===== config.mk =====
export PLATFORM = sky130hd
export DESIGN_NAME = binary_contour_classifier
export DESIGN_NICKNAME = d
export VERILOG_FILES = /design/src/rtl/core/bcc_pkg.sv /design/src/rtl/core/bcc_ram.sv /design/src/rtl/core/bcc_front.sv /design/src/rtl/core/bcc_queue.sv /design/src/rtl/core/bcc_back.sv /design/src/rtl/core/binary_contour_classifier.sv
export SDC_FILE = /design/constraint.sdc
export NUM_CORES = 2
export LEC_CHECK = 0
export CORE_MARGIN = 4
export CORE_UTILIZATION = 56
export DETAILED_ROUTE_END_ITERATION = 16
export DONT_BUFFER_PORTS = 1
export PLACE_DENSITY = 0.83
export SKIP_CTS_REPAIR_TIMING = 1
export SLEW_MARGIN = 25
export SYNTH_ARGS = -nofsm -noshare
export SYNTH_HDL_FRONTEND = slang
export SYNTH_HIERARCHICAL = 1
export SYNTH_SLANG_ARGS = --single-unit

===== constraint.sdc =====
create_clock -name clk -period 42.8 [get_ports clk]
set_clock_uncertainty 0.05 [all_clocks]
set_input_delay 6.42 -clock clk [delete_from_list [all_inputs] [get_ports clk]]
set_output_delay 6.42 -clock clk [all_outputs]
set_load 0.03 [all_outputs]

===== src/rtl/core/bcc_pkg.sv =====
`default_nettype none

package bcc_pkg;

	// Fixed field widths
	localparam int unsigned PIXEL_W     = 8;
	localparam int unsigned CLASS_W     = 2;
	localparam int unsigned COORD_W     = 10;
	localparam int unsigned CFG_DATA_W  = 11;
	localparam int unsigned CFG_INDEX_W = 1;

	// Register indexes
	localparam logic [CFG_INDEX_W-1:0] REG_IMAGE_WIDTH  = 1'b0;
	localparam logic [CFG_INDEX_W-1:0] REG_IMAGE_HEIGHT = 1'b1;

	// Pixel classes
	localparam logic [CLASS_W-1:0] CLASS_BACKGROUND = 2'd0;
	localparam logic [CLASS_W-1:0] CLASS_OBJECT     = 2'd1;
	localparam logic [CLASS_W-1:0] CLASS_BOUNDARY   = 2'd2;

	// Defaults and sizes
	localparam int unsigned DEF_MAX_WIDTH  = 1024;
	localparam int unsigned DEF_MAX_HEIGHT = 1024;
	localparam int unsigned DIM_RESET      = 1024;
	localparam int unsigned RES_PER_ITEM   = 3;
	localparam int unsigned QUEUE_DEPTH    = 4;
	localparam int unsigned QCOUNT_W       = $clog2(QUEUE_DEPTH + 1);

	typedef struct packed {
		logic [CLASS_W-1:0] cls;
		logic [COORD_W-1:0] col;
		logic [COORD_W-1:0] row;
	} result_t;

	// All results caused by one input pixel; slot 0 is emitted first
	typedef struct packed {
		logic [RES_PER_ITEM-1:0] mask;
		result_t [RES_PER_ITEM-1:0] res;
		logic done;
	} bundle_t;

endpackage

`default_nettype wire


===== src/rtl/core/bcc_ram.sv =====
`default_nettype none

module bcc_ram #(
	parameter int unsigned WIDTH = 2,
	parameter int unsigned DEPTH = 1024
) (
	input  logic                     clk,
	input  logic                     wr_en,
	input  logic [$clog2(DEPTH)-1:0] wr_addr,
	input  logic [WIDTH-1:0]         wr_data,
	input  logic [$clog2(DEPTH)-1:0] rd_addr,
	output logic [WIDTH-1:0]         rd_data
);

	logic [WIDTH-1:0] mem_q [DEPTH];

	always_ff @(posedge clk) begin
		if (wr_en) begin
			mem_q[wr_addr] <= wr_data;
		end
		rd_data <= mem_q[rd_addr];
	end

endmodule

`default_nettype wire


===== src/rtl/core/bcc_front.sv =====
`default_nettype none

module bcc_front #(
	parameter int unsigned MAX_WIDTH  = bcc_pkg::DEF_MAX_WIDTH,
	parameter int unsigned MAX_HEIGHT = bcc_pkg::DEF_MAX_HEIGHT
) (
	input  logic                             clk,
	input  logic                             arst_n,
	input  logic                             push,
	output logic                             full,
	input  logic [bcc_pkg::PIXEL_W-1:0]      pixel_value,
	input  logic                             cfg_wr_en,
	input  logic [bcc_pkg::CFG_INDEX_W-1:0]  cfg_index,
	input  logic [bcc_pkg::CFG_DATA_W-1:0]   cfg_data,
	input  logic [bcc_pkg::QCOUNT_W-1:0]     q_count,
	output logic                             bun_push,
	output bcc_pkg::bundle_t                 bun_data
);

	import bcc_pkg::*;

	localparam int unsigned COL_W = $clog2(MAX_WIDTH);
	localparam int unsigned ROW_W = $clog2(MAX_HEIGHT);
	localparam int unsigned WID_W = $clog2(MAX_WIDTH + 1);
	localparam int unsigned HGT_W = $clog2(MAX_HEIGHT + 1);
	localparam int unsigned CNT_W = QCOUNT_W + 1;

	// 0 acts as 1, anything above the maximum acts as the maximum
	function automatic int unsigned clamp_dim(input logic [CFG_DATA_W-1:0] v,
			input int unsigned maxv);
		int unsigned r;
		r = 32'(v);
		if (r < 1) begin
			r = 1;
		end else if (r > maxv) begin
			r = maxv;
		end
		return r;
	endfunction

	localparam logic [WID_W-1:0] WIDTH_RST  =
		WID_W'(clamp_dim(CFG_DATA_W'(DIM_RESET), MAX_WIDTH));
	localparam logic [HGT_W-1:0] HEIGHT_RST =
		HGT_W'(clamp_dim(CFG_DATA_W'(DIM_RESET), MAX_HEIGHT));

	logic [WID_W-1:0] width_q;
	logic [HGT_W-1:0] height_q;
	logic [COL_W-1:0] col_q;
	logic [ROW_W-1:0] row_q;
	logic [8:0]       win_q;
	logic             fwd_q;
	logic [1:0]       fwd_data_q;

	logic             valid_s1;
	logic [COL_W-1:0] x_s1;
	logic [ROW_W-1:0] y_s1;
	logic             cur_s1;
	logic             last_col_s1;
	logic             last_row_s1;

	logic             accept;
	logic             last_col;
	logic             last_row;
	logic [1:0]       ram_rd;
	logic [1:0]       lines;
	logic [1:0]       row_wr;
	logic [2:0]       newcol;
	logic [8:0]       win_new;
	logic             edge_pix;
	logic             nb_zero;
	logic [CLASS_W-1:0] cls_mid;
	logic [COL_W-1:0] cx;
	logic [ROW_W-1:0] cy;
	logic [WID_W-1:0] wlast;

	// room for this item and the one in flight
	assign full = (CNT_W'(q_count) + CNT_W'(valid_s1)) >= CNT_W'(QUEUE_DEPTH);
	assign accept = push && !full;

	assign last_col = (WID_W'(col_q) + WID_W'(1)) >= width_q;
	assign last_row = (HGT_W'(row_q) + HGT_W'(1)) >= height_q;

	// bit 0: row y-1 flag, bit 1: row y-2 flag
	bcc_ram #(
		.WIDTH(2),
		.DEPTH(MAX_WIDTH)
	) u_lines (
		.clk     (clk),
		.wr_en   (valid_s1),
		.wr_addr (x_s1),
		.wr_data (row_wr),
		.rd_addr (col_q),
		.rd_data (ram_rd)
	);

	always_ff @(posedge clk or negedge arst_n) begin
		if (!arst_n) begin
			width_q  <= WIDTH_RST;
			height_q <= HEIGHT_RST;
			col_q    <= '0;
			row_q    <= '0;
			win_q    <= '0;
			valid_s1 <= 1'b0;
			fwd_q    <= 1'b0;
		end else begin
			valid_s1 <= accept;
			// width 1: the next pixel reads the column being written now
			fwd_q    <= valid_s1 && (col_q == x_s1);
			if (cfg_wr_en) begin
				case (cfg_index)
					REG_IMAGE_WIDTH: begin
						width_q <= WID_W'(clamp_dim(cfg_data, MAX_WIDTH));
					end
					REG_IMAGE_HEIGHT: begin
						height_q <= HGT_W'(clamp_dim(cfg_data, MAX_HEIGHT));
					end
					default: begin
					end
				endcase
				col_q <= '0;
				row_q <= '0;
				win_q <= '0;
			end else begin
				if (accept) begin
					if (last_col) begin
						col_q <= '0;
						row_q <= last_row ? '0 : row_q + ROW_W'(1);
					end else begin
						col_q <= col_q + COL_W'(1);
					end
				end
				if (valid_s1) begin
					win_q <= win_new;
				end
			end
		end
	end

	always_ff @(posedge clk) begin
		fwd_data_q <= row_wr;
		if (accept) begin
			x_s1        <= col_q;
			y_s1        <= row_q;
			cur_s1      <= (pixel_value == '0);
			last_col_s1 <= last_col;
			last_row_s1 <= last_row;
		end
	end

	always_comb begin
		lines    = fwd_q ? fwd_data_q : ram_rd;
		row_wr   = {lines[0], cur_s1};
		newcol   = {cur_s1, lines[0], lines[1]};
		win_new  = {newcol, win_q[8:3]};
		cx       = x_s1 - COL_W'(1);
		cy       = y_s1 - ROW_W'(1);
		wlast    = width_q - WID_W'(1);
		edge_pix = (x_s1 == COL_W'(1)) || (WID_W'(x_s1) >= width_q)
			|| (y_s1 == ROW_W'(1)) || (HGT_W'(y_s1) >= height_q);
		nb_zero  = (win_new & 9'h1EF) != 9'h000;
		if (win_new[4]) begin
			cls_mid = CLASS_BACKGROUND;
		end else if (edge_pix || nb_zero) begin
			cls_mid = CLASS_BOUNDARY;
		end else begin
			cls_mid = CLASS_OBJECT;
		end

		bun_data.mask[0]    = (y_s1 != '0) && (x_s1 != '0);
		bun_data.mask[1]    = (y_s1 != '0) && last_col_s1;
		bun_data.mask[2]    = last_row_s1;
		bun_data.res[0].cls = cls_mid;
		bun_data.res[0].col = COORD_W'(cx);
		bun_data.res[0].row = COORD_W'(cy);
		bun_data.res[1].cls = lines[0] ? CLASS_BACKGROUND : CLASS_BOUNDARY;
		bun_data.res[1].col = COORD_W'(wlast);
		bun_data.res[1].row = COORD_W'(cy);
		bun_data.res[2].cls = cur_s1 ? CLASS_BACKGROUND : CLASS_BOUNDARY;
		bun_data.res[2].col = COORD_W'(x_s1);
		bun_data.res[2].row = COORD_W'(y_s1);
		bun_data.done       = last_row_s1 && last_col_s1;
		bun_push            = valid_s1 && (bun_data.mask != '0);
	end

endmodule

`default_nettype wire


===== src/rtl/core/bcc_queue.sv =====
`default_nettype none

module bcc_queue (
	input  logic                         clk,
	input  logic                         arst_n,
	input  logic                         wr_en,
	input  bcc_pkg::bundle_t             wr_data,
	input  logic                         rd_en,
	output bcc_pkg::bundle_t             rd_data,
	output logic                         not_empty,
	output logic [bcc_pkg::QCOUNT_W-1:0] count
);

	import bcc_pkg::*;

	localparam int unsigned PTR_W = $clog2(QUEUE_DEPTH);

	bundle_t          mem_q [QUEUE_DEPTH];
	logic [PTR_W-1:0] wr_ptr_q;
	logic [PTR_W-1:0] rd_ptr_q;
	logic [QCOUNT_W-1:0] count_q;
	logic             do_rd;

	assign not_empty = count_q != '0;
	assign count     = count_q;
	assign rd_data   = mem_q[rd_ptr_q];
	assign do_rd     = rd_en && not_empty;

	always_ff @(posedge clk or negedge arst_n) begin
		if (!arst_n) begin
			wr_ptr_q <= '0;
			rd_ptr_q <= '0;
			count_q  <= '0;
		end else begin
			if (wr_en) begin
				wr_ptr_q <= (wr_ptr_q == PTR_W'(QUEUE_DEPTH - 1)) ? '0 : wr_ptr_q + PTR_W'(1);
			end
			if (do_rd) begin
				rd_ptr_q <= (rd_ptr_q == PTR_W'(QUEUE_DEPTH - 1)) ? '0 : rd_ptr_q + PTR_W'(1);
			end
			if (wr_en && !do_rd) begin
				count_q <= count_q + QCOUNT_W'(1);
			end else if (do_rd && !wr_en) begin
				count_q <= count_q - QCOUNT_W'(1);
			end
		end
	end

	always_ff @(posedge clk) begin
		if (wr_en) begin
			mem_q[wr_ptr_q] <= wr_data;
		end
	end

endmodule

`default_nettype wire


===== src/rtl/core/bcc_back.sv =====
`default_nettype none

module bcc_back (
	input  logic                         clk,
	input  logic                         arst_n,
	input  logic                         q_valid,
	input  bcc_pkg::bundle_t             q_data,
	output logic                         q_pop,
	output logic                         empty,
	input  logic                         pop,
	output logic [bcc_pkg::CLASS_W-1:0]  pixel_class,
	output logic [bcc_pkg::COORD_W-1:0]  out_col,
	output logic [bcc_pkg::COORD_W-1:0]  out_row,
	output logic                         last_of_run,
	output logic                         frame_done
);

	import bcc_pkg::*;

	localparam logic [1:0] SLOT_LAST_ROW = 2'd2;

	bundle_t                 bun_q;
	logic [RES_PER_ITEM-1:0] bmask_q;
	logic                    out_valid_q;
	logic [CLASS_W-1:0]      class_q;
	logic [COORD_W-1:0]      col_q;
	logic [COORD_W-1:0]      row_q;
	logic                    last_q;
	logic                    done_q;

	logic [1:0]              sel;
	logic [RES_PER_ITEM-1:0] rem;
	logic                    have;
	logic                    out_free;
	logic                    take;

	always_comb begin
		if (bmask_q[0]) begin
			sel = 2'd0;
			rem = {bmask_q[2:1], 1'b0};
		end else if (bmask_q[1]) begin
			sel = 2'd1;
			rem = {bmask_q[2], 2'b00};
		end else begin
			sel = SLOT_LAST_ROW;
			rem = 3'b000;
		end
		have     = bmask_q != '0;
		out_free = !out_valid_q || pop;
		take     = have && out_free;
		q_pop    = q_valid && (!have || (take && (rem == '0)));
	end

	always_ff @(posedge clk or negedge arst_n) begin
		if (!arst_n) begin
			bmask_q     <= '0;
			out_valid_q <= 1'b0;
		end else begin
			if (q_pop) begin
				bmask_q <= q_data.mask;
			end else if (take) begin
				bmask_q <= rem;
			end
			if (take) begin
				out_valid_q <= 1'b1;
			end else if (pop) begin
				out_valid_q <= 1'b0;
			end
		end
	end

	always_ff @(posedge clk) begin
		if (q_pop) begin
			bun_q <= q_data;
		end
		if (take) begin
			class_q <= bun_q.res[sel].cls;
			col_q   <= bun_q.res[sel].col;
			row_q   <= bun_q.res[sel].row;
			last_q  <= rem == '0;
			done_q  <= (sel == SLOT_LAST_ROW) && bun_q.done;
		end
	end

	assign empty       = !out_valid_q;
	assign pixel_class = class_q;
	assign out_col     = col_q;
	assign out_row     = row_q;
	assign last_of_run = last_q;
	assign frame_done  = done_q;

endmodule

`default_nettype wire


===== src/rtl/core/binary_contour_classifier.sv =====
// Path: a pixel's first result passes the line buffer read, classify, queue,
//   bundle register and output register before it shows on the output ports.
// Throughput: one pixel per cycle while pixels average one result; the output drains
//   one result per cycle while pop is held, the queue soaks up row ends, and on the last row
//   (two results per pixel) full paces the input to the rate at which results drain.
// Reset: arst_n clears counters, window, queue and output; line buffers keep
//   their contents and need no clearing pass.
`default_nettype none

module binary_contour_classifier #(
	parameter int unsigned MAX_WIDTH  = bcc_pkg::DEF_MAX_WIDTH,
	parameter int unsigned MAX_HEIGHT = bcc_pkg::DEF_MAX_HEIGHT
) (
	input  logic                            clk,
	input  logic                            arst_n,
	// pixel input side
	input  logic                            push,
	output logic                            full,
	input  logic [bcc_pkg::PIXEL_W-1:0]     pixel_value,
	// result side
	output logic                            empty,
	input  logic                            pop,
	output logic [bcc_pkg::CLASS_W-1:0]     pixel_class,
	output logic [bcc_pkg::COORD_W-1:0]     out_col,
	output logic [bcc_pkg::COORD_W-1:0]     out_row,
	output logic                            last_of_run,
	output logic                            frame_done,
	// configuration writes (also restart the frame)
	input  logic                            cfg_wr_en,
	input  logic [bcc_pkg::CFG_INDEX_W-1:0] cfg_index,
	input  logic [bcc_pkg::CFG_DATA_W-1:0]  cfg_data
);

	import bcc_pkg::*;

	// Front: raster counters, line buffers of zero flags, 3x3 window.
	// Every pixel becomes one bundle of up to three results; empty
	// bundles are dropped. The front holds full whenever the queue could
	// not take the bundle of the pixel it would accept, so it never stalls
	// mid-pipe.
	bundle_t             bun_in;
	bundle_t             bun_out;
	logic                bun_push;
	logic                bun_pop;
	logic                bun_avail;
	logic [QCOUNT_W-1:0] bun_count;

	bcc_front #(
		.MAX_WIDTH  (MAX_WIDTH),
		.MAX_HEIGHT (MAX_HEIGHT)
	) u_front (
		.clk         (clk),
		.arst_n      (arst_n),
		.push        (push),
		.full        (full),
		.pixel_value (pixel_value),
		.cfg_wr_en   (cfg_wr_en),
		.cfg_index   (cfg_index),
		.cfg_data    (cfg_data),
		.q_count     (bun_count),
		.bun_push    (bun_push),
		.bun_data    (bun_in)
	);

	// Short bundle queue decoupling the pixel stream from the result drain.
	bcc_queue u_queue (
		.clk       (clk),
		.arst_n    (arst_n),
		.wr_en     (bun_push),
		.wr_data   (bun_in),
		.rd_en     (bun_pop),
		.rd_data   (bun_out),
		.not_empty (bun_avail),
		.count     (bun_count)
	);

	// Back: unpacks bundles one result per transaction, oldest slot first;
	// the next bundle is loaded in the cycle the last slot is taken.
	bcc_back u_back (
		.clk         (clk),
		.arst_n      (arst_n),
		.q_valid     (bun_avail),
		.q_data      (bun_out),
		.q_pop       (bun_pop),
		.empty       (empty),
		.pop         (pop),
		.pixel_class (pixel_class),
		.out_col     (out_col),
		.out_row     (out_row),
		.last_of_run (last_of_run),
		.frame_done  (frame_done)
	);

endmodule

`default_nettype wire


==> impl_summary.log <==
[metrics] final standard cell count with taps included and fillers excluded: 8,366
[metrics] buffers from clock root to sink, at most: 3
[metrics] via count of the first global-routing pass: 58,300
[metrics] fraction of final layout cells with drive strength greater than 1: 0.184
[metrics] placed cell count: 7,924
[metrics] number of sinks on the clock net: 2,507
[metrics] max_slew headroom: 0.227
[metrics] combined area of all synthesized cells: 103,000 um^2
[metrics] number of routed nets with antenna violations: 0
[metrics] Worst VDD drop: 0.0606 mV
[metrics] Die Span X: 436 um
[metrics] crit-path max FO: 4
[metrics] core footprint: 182,000 um^2
[metrics] DRC violations left: 0
[metrics] initial antenna violation count: 7
[metrics] final hold violation count: 0
[metrics] Yosys Warn Count: 6
[metrics] remaining global-route overflow: 0
[metrics] die height: roughly 440 um
[metrics] Syn-to-layout area delta: 9.14%
[metrics] final weighted congestion in routability-driven placement: 0.838
[metrics] Worst-path clk slew: around 0.06 ns
[metrics] unrepaired setup endpoints after global routing: no
[metrics] mean instance size in the synthesized netlist: about 17 um^2
[metrics] GRT Resource Usage Total: 0.278
[metrics] Min Clock Period, post-route: 8.51 ns
[metrics] H-tree depth reported by CTS: 4
[metrics] count of standard-cell rows: approximately 160
[metrics] IO Port Bufs: 0
[metrics] Setup violations, final: 0
[metrics] Cells on Worst Hold Path: 2
[metrics] total area of sequential cells: 75,000 um^2
[metrics] effective utilization at floorplan: 0.566
[metrics] wire length of the first global-routing pass: 391,000 um
[metrics] detailed placer's ending HPWL: 141,000 um
[metrics] WL/cell: 31.8 um
[metrics] Critical Path AT: approximately 2 ns
[metrics] HP Class: flop to flop
[metrics] number of search-and-repair iterations in the first detailed-routing pass: 8
[metrics] Max Clk Rate: about 0.12 GHz
[metrics] endpoint type of the worst setup path: primary output
[metrics] max-capacitance violation count: 0
[metrics] Syn Inst Count: between 5,000 and 6,000
[metrics] vias: 57,700
[metrics] CTS Root Cell: sky130_fd_sc_hd__clkbuf_16
[metrics] EDFF count, synth: 2,442
[metrics] die area: 190,000 um^2
[metrics] Post-Place Cell Area: 105,000 um^2
[metrics] clock tree from TritonCTS: built
[metrics] startpoint kind of the worst setup timing path: flop
[metrics] power per cell area: 53.8 nW/um^2
[metrics] fill cell instance count of the final layout: 11,800
[metrics] total wirelength of the detailed-routed design: 266,000 um
[metrics] worst-margin pin slew: 1.14 ns
[metrics] insertion delay to the later sink of the worst-skew pair: approximately 0.88 ns
[metrics] top_reg_cell synth: sky130_fd_sc_hd__edfxtp_1
[metrics] fraction of synthesis flops using an asynchronous set or reset pin: 0.0243
[metrics] drt initial violations: 10,400
[metrics] Top-Level Pins: slightly above 50
[metrics] Finished Cell Area: 112,000 um^2
[metrics] type of the worst setup path: flop to primary output
[metrics] flop and latch count out of synthesis: 2,507
[metrics] share of the clock period used by the worst path after layout: 0.199
[metrics] logic depth of the worst register-to-register path: 10
[metrics] final-layout worst hold slack: 0.435 ns
[metrics] Static Leak: 33.7 nW
[metrics] sequential share of the synthesized area: 0.730
[metrics] maximum number of pins on one net before global-route repair: 261
[metrics] setup TNS: 0 ns
[metrics] nets@finish: 5,869
[metrics] critical path data required time: roughly 36 ns
[metrics] routed via count divided by cell count: roughly 6.9
[metrics] number of distinct library cells after synthesis: 92
[metrics] number of CTS-inserted buffers: 230
[metrics] result of the run: finished clean
[metrics] final number of max-transition violations: 0
[metrics] area of the multi-input gates: 25,400 um^2
-- routing by layer --
| metal | routed length [um] | GRT usage | vias to the layer above |
|---|---|---|---|
| met5 | 0 | 0 | - |
| met2 | 124000 | 0.424 | 4801 |
| met4 | 15700 | 0.145 | 0 |
| met3 | 38400 | 0.0730 | 905 |
| li1 | - | - | 22900 |
| met1 | 87600 | 0.373 | 29100 |
-- synth_stat cells, drive strengths merged (9+ instances only) --
cell / count / area (um^2)
nor2b: 18 / 120
buf: 193 / 1520
and3: 19 / 119
a21o: 13 / 97.6
nand2: 163 / 612
nor4: 19 / 125
mux4: 519 / 11700
nand3: 54 / 270
and2: 12 / 75.1
mux2i: 233 / 2330
o21ai: 90 / 450
mux2: 16 / 180
o31ai: 9 / 67.6
ha: 55 / 688
a211oi: 20 / 150
nor3: 59 / 300
dfrtp: 59 / 1480
xnor2: 28 / 245
inv: 46 / 173
clkbuf: 253 / 951
a221oi: 13 / 114
nor2: 1089 / 4090
nand4: 17 / 106
a31oi: 11 / 68.8
a21oi: 81 / 417
xor2: 20 / 175
o221ai: 84 / 742
nor3b: 12 / 90.1
a22o: 23 / 201
nand2b: 26 / 163
a22oi: 45 / 338
edfxtp: 2442 / 73300
o22ai: 47 / 300
-- final timing paths --
| path | startpoint | endpoint | slack [ns] |
|---|---|---|---|
| worst min register to register | u_front/height_q[8] | u_front/height_q[8] | 0.43 |
| worst max-delay path | u_queue/count[0] | full | 34.29 |
| min in group asynchronous | arst_n | u_back/bmask_q[1] | 5.20 |
| worst max register to register | u_front/col_q[0] | u_front/u_lines/rd_data[1] | 36.67 |
| max in group asynchronous | arst_n | u_front/width_q[10] | 37.27 |
| worst min-delay path | u_front/height_q[8] | u_front/height_q[8] | 0.43 |
-- flip-flops by register name (all words and copies together) (netlist names), 10 cells and up --
signal	count
u_back/out_col	10
u_front/y_s1	10
u_back/out_row	10
u_back/bun_q	67
u_front/x_s1	10
u_front/row_q	10
u_front/col_q	10
u_front/u_lines/mem_q	2048
u_queue/mem_q	280
u_front/height_q	11
u_front/width_q	11
-- critical path, stage by stage, from the launching register on --
cell                      delay (ns)
sky130_fd_sc_hd__dfrtp_1        0.45
sky130_fd_sc_hd__a31oi_1        0.44
sky130_fd_sc_hd__inv_1          0.28
-- cell families (layout without fill, tap and decap cells) --
| kind of cell | count (synthesis) | in the layout | share of synthesized area |
|---|---|---|---|
| compound gates | 485 | 485 | 0.0331 |
| xor+xnor | 48 | 48 | 0.00409 |
| fa+ha+maj | 56 | 56 | 0.00690 |
| buf+inv | 494 | 601 | 0.0259 |
| flops | 2507 | 2507 | 0.730 |
| mux | 768 | 768 | 0.138 |
| other cells | 1 | 10 | 0.0000365 |
| simple gates | 1521 | 1521 | 0.0617 |
-- power by group --
group | internal [mW] | switching (mW)
Clock | 1.10 | 0.915
Combinational | 0.366 | 0.574
Sequential | 2.97 | 0.107
Total | 4.43 | 1.60
-- cells in the final DEF, fill, tap and decap left out, drive strengths merged, types with 26 or more instances in the layout --
| cell | instances |
|---|---|
| mux4 | 519 |
| a22oi | 45 |
| nor2 | 1089 |
| mux2i | 233 |
| buf | 121 |
| clkinv | 137 |
| ha | 55 |
| nand3 | 54 |
| inv | 52 |
| nor3 | 59 |
| nand2b | 26 |
| edfxtp | 2442 |
| o21ai | 90 |
| xnor2 | 28 |
| dfrtp | 59 |
| nand2 | 163 |
| o22ai | 47 |
| a21oi | 81 |
| o221ai | 84 |
| clkbuf | 262 |
-- stage by stage --
stage,power [mW],setup WS (ns),util
finish,6.03,34.29,0.617
global route,6.22,34.17,0.617
CTS,6.03,34.24,0.617
detailed placement,4.05,34.21,0.576
global placement,4.00,34.25,0.575
floorplan,3.94,28.00,-
-- area by class of cell --
cell class                      instances  share of cell area
Sequential cell                      2507               0.669
Antenna cell                            8            0.000179
Clock buffer                          262              0.0528
Inverter                               48             0.00169
Timing Repair Buffer                  121             0.00971
Tap cell                             2370              0.0265
Clock inverter                        170              0.0132
Multi-Input combinational cell       2880               0.227
Note: power is estimated with default switching activity, not from simulation.
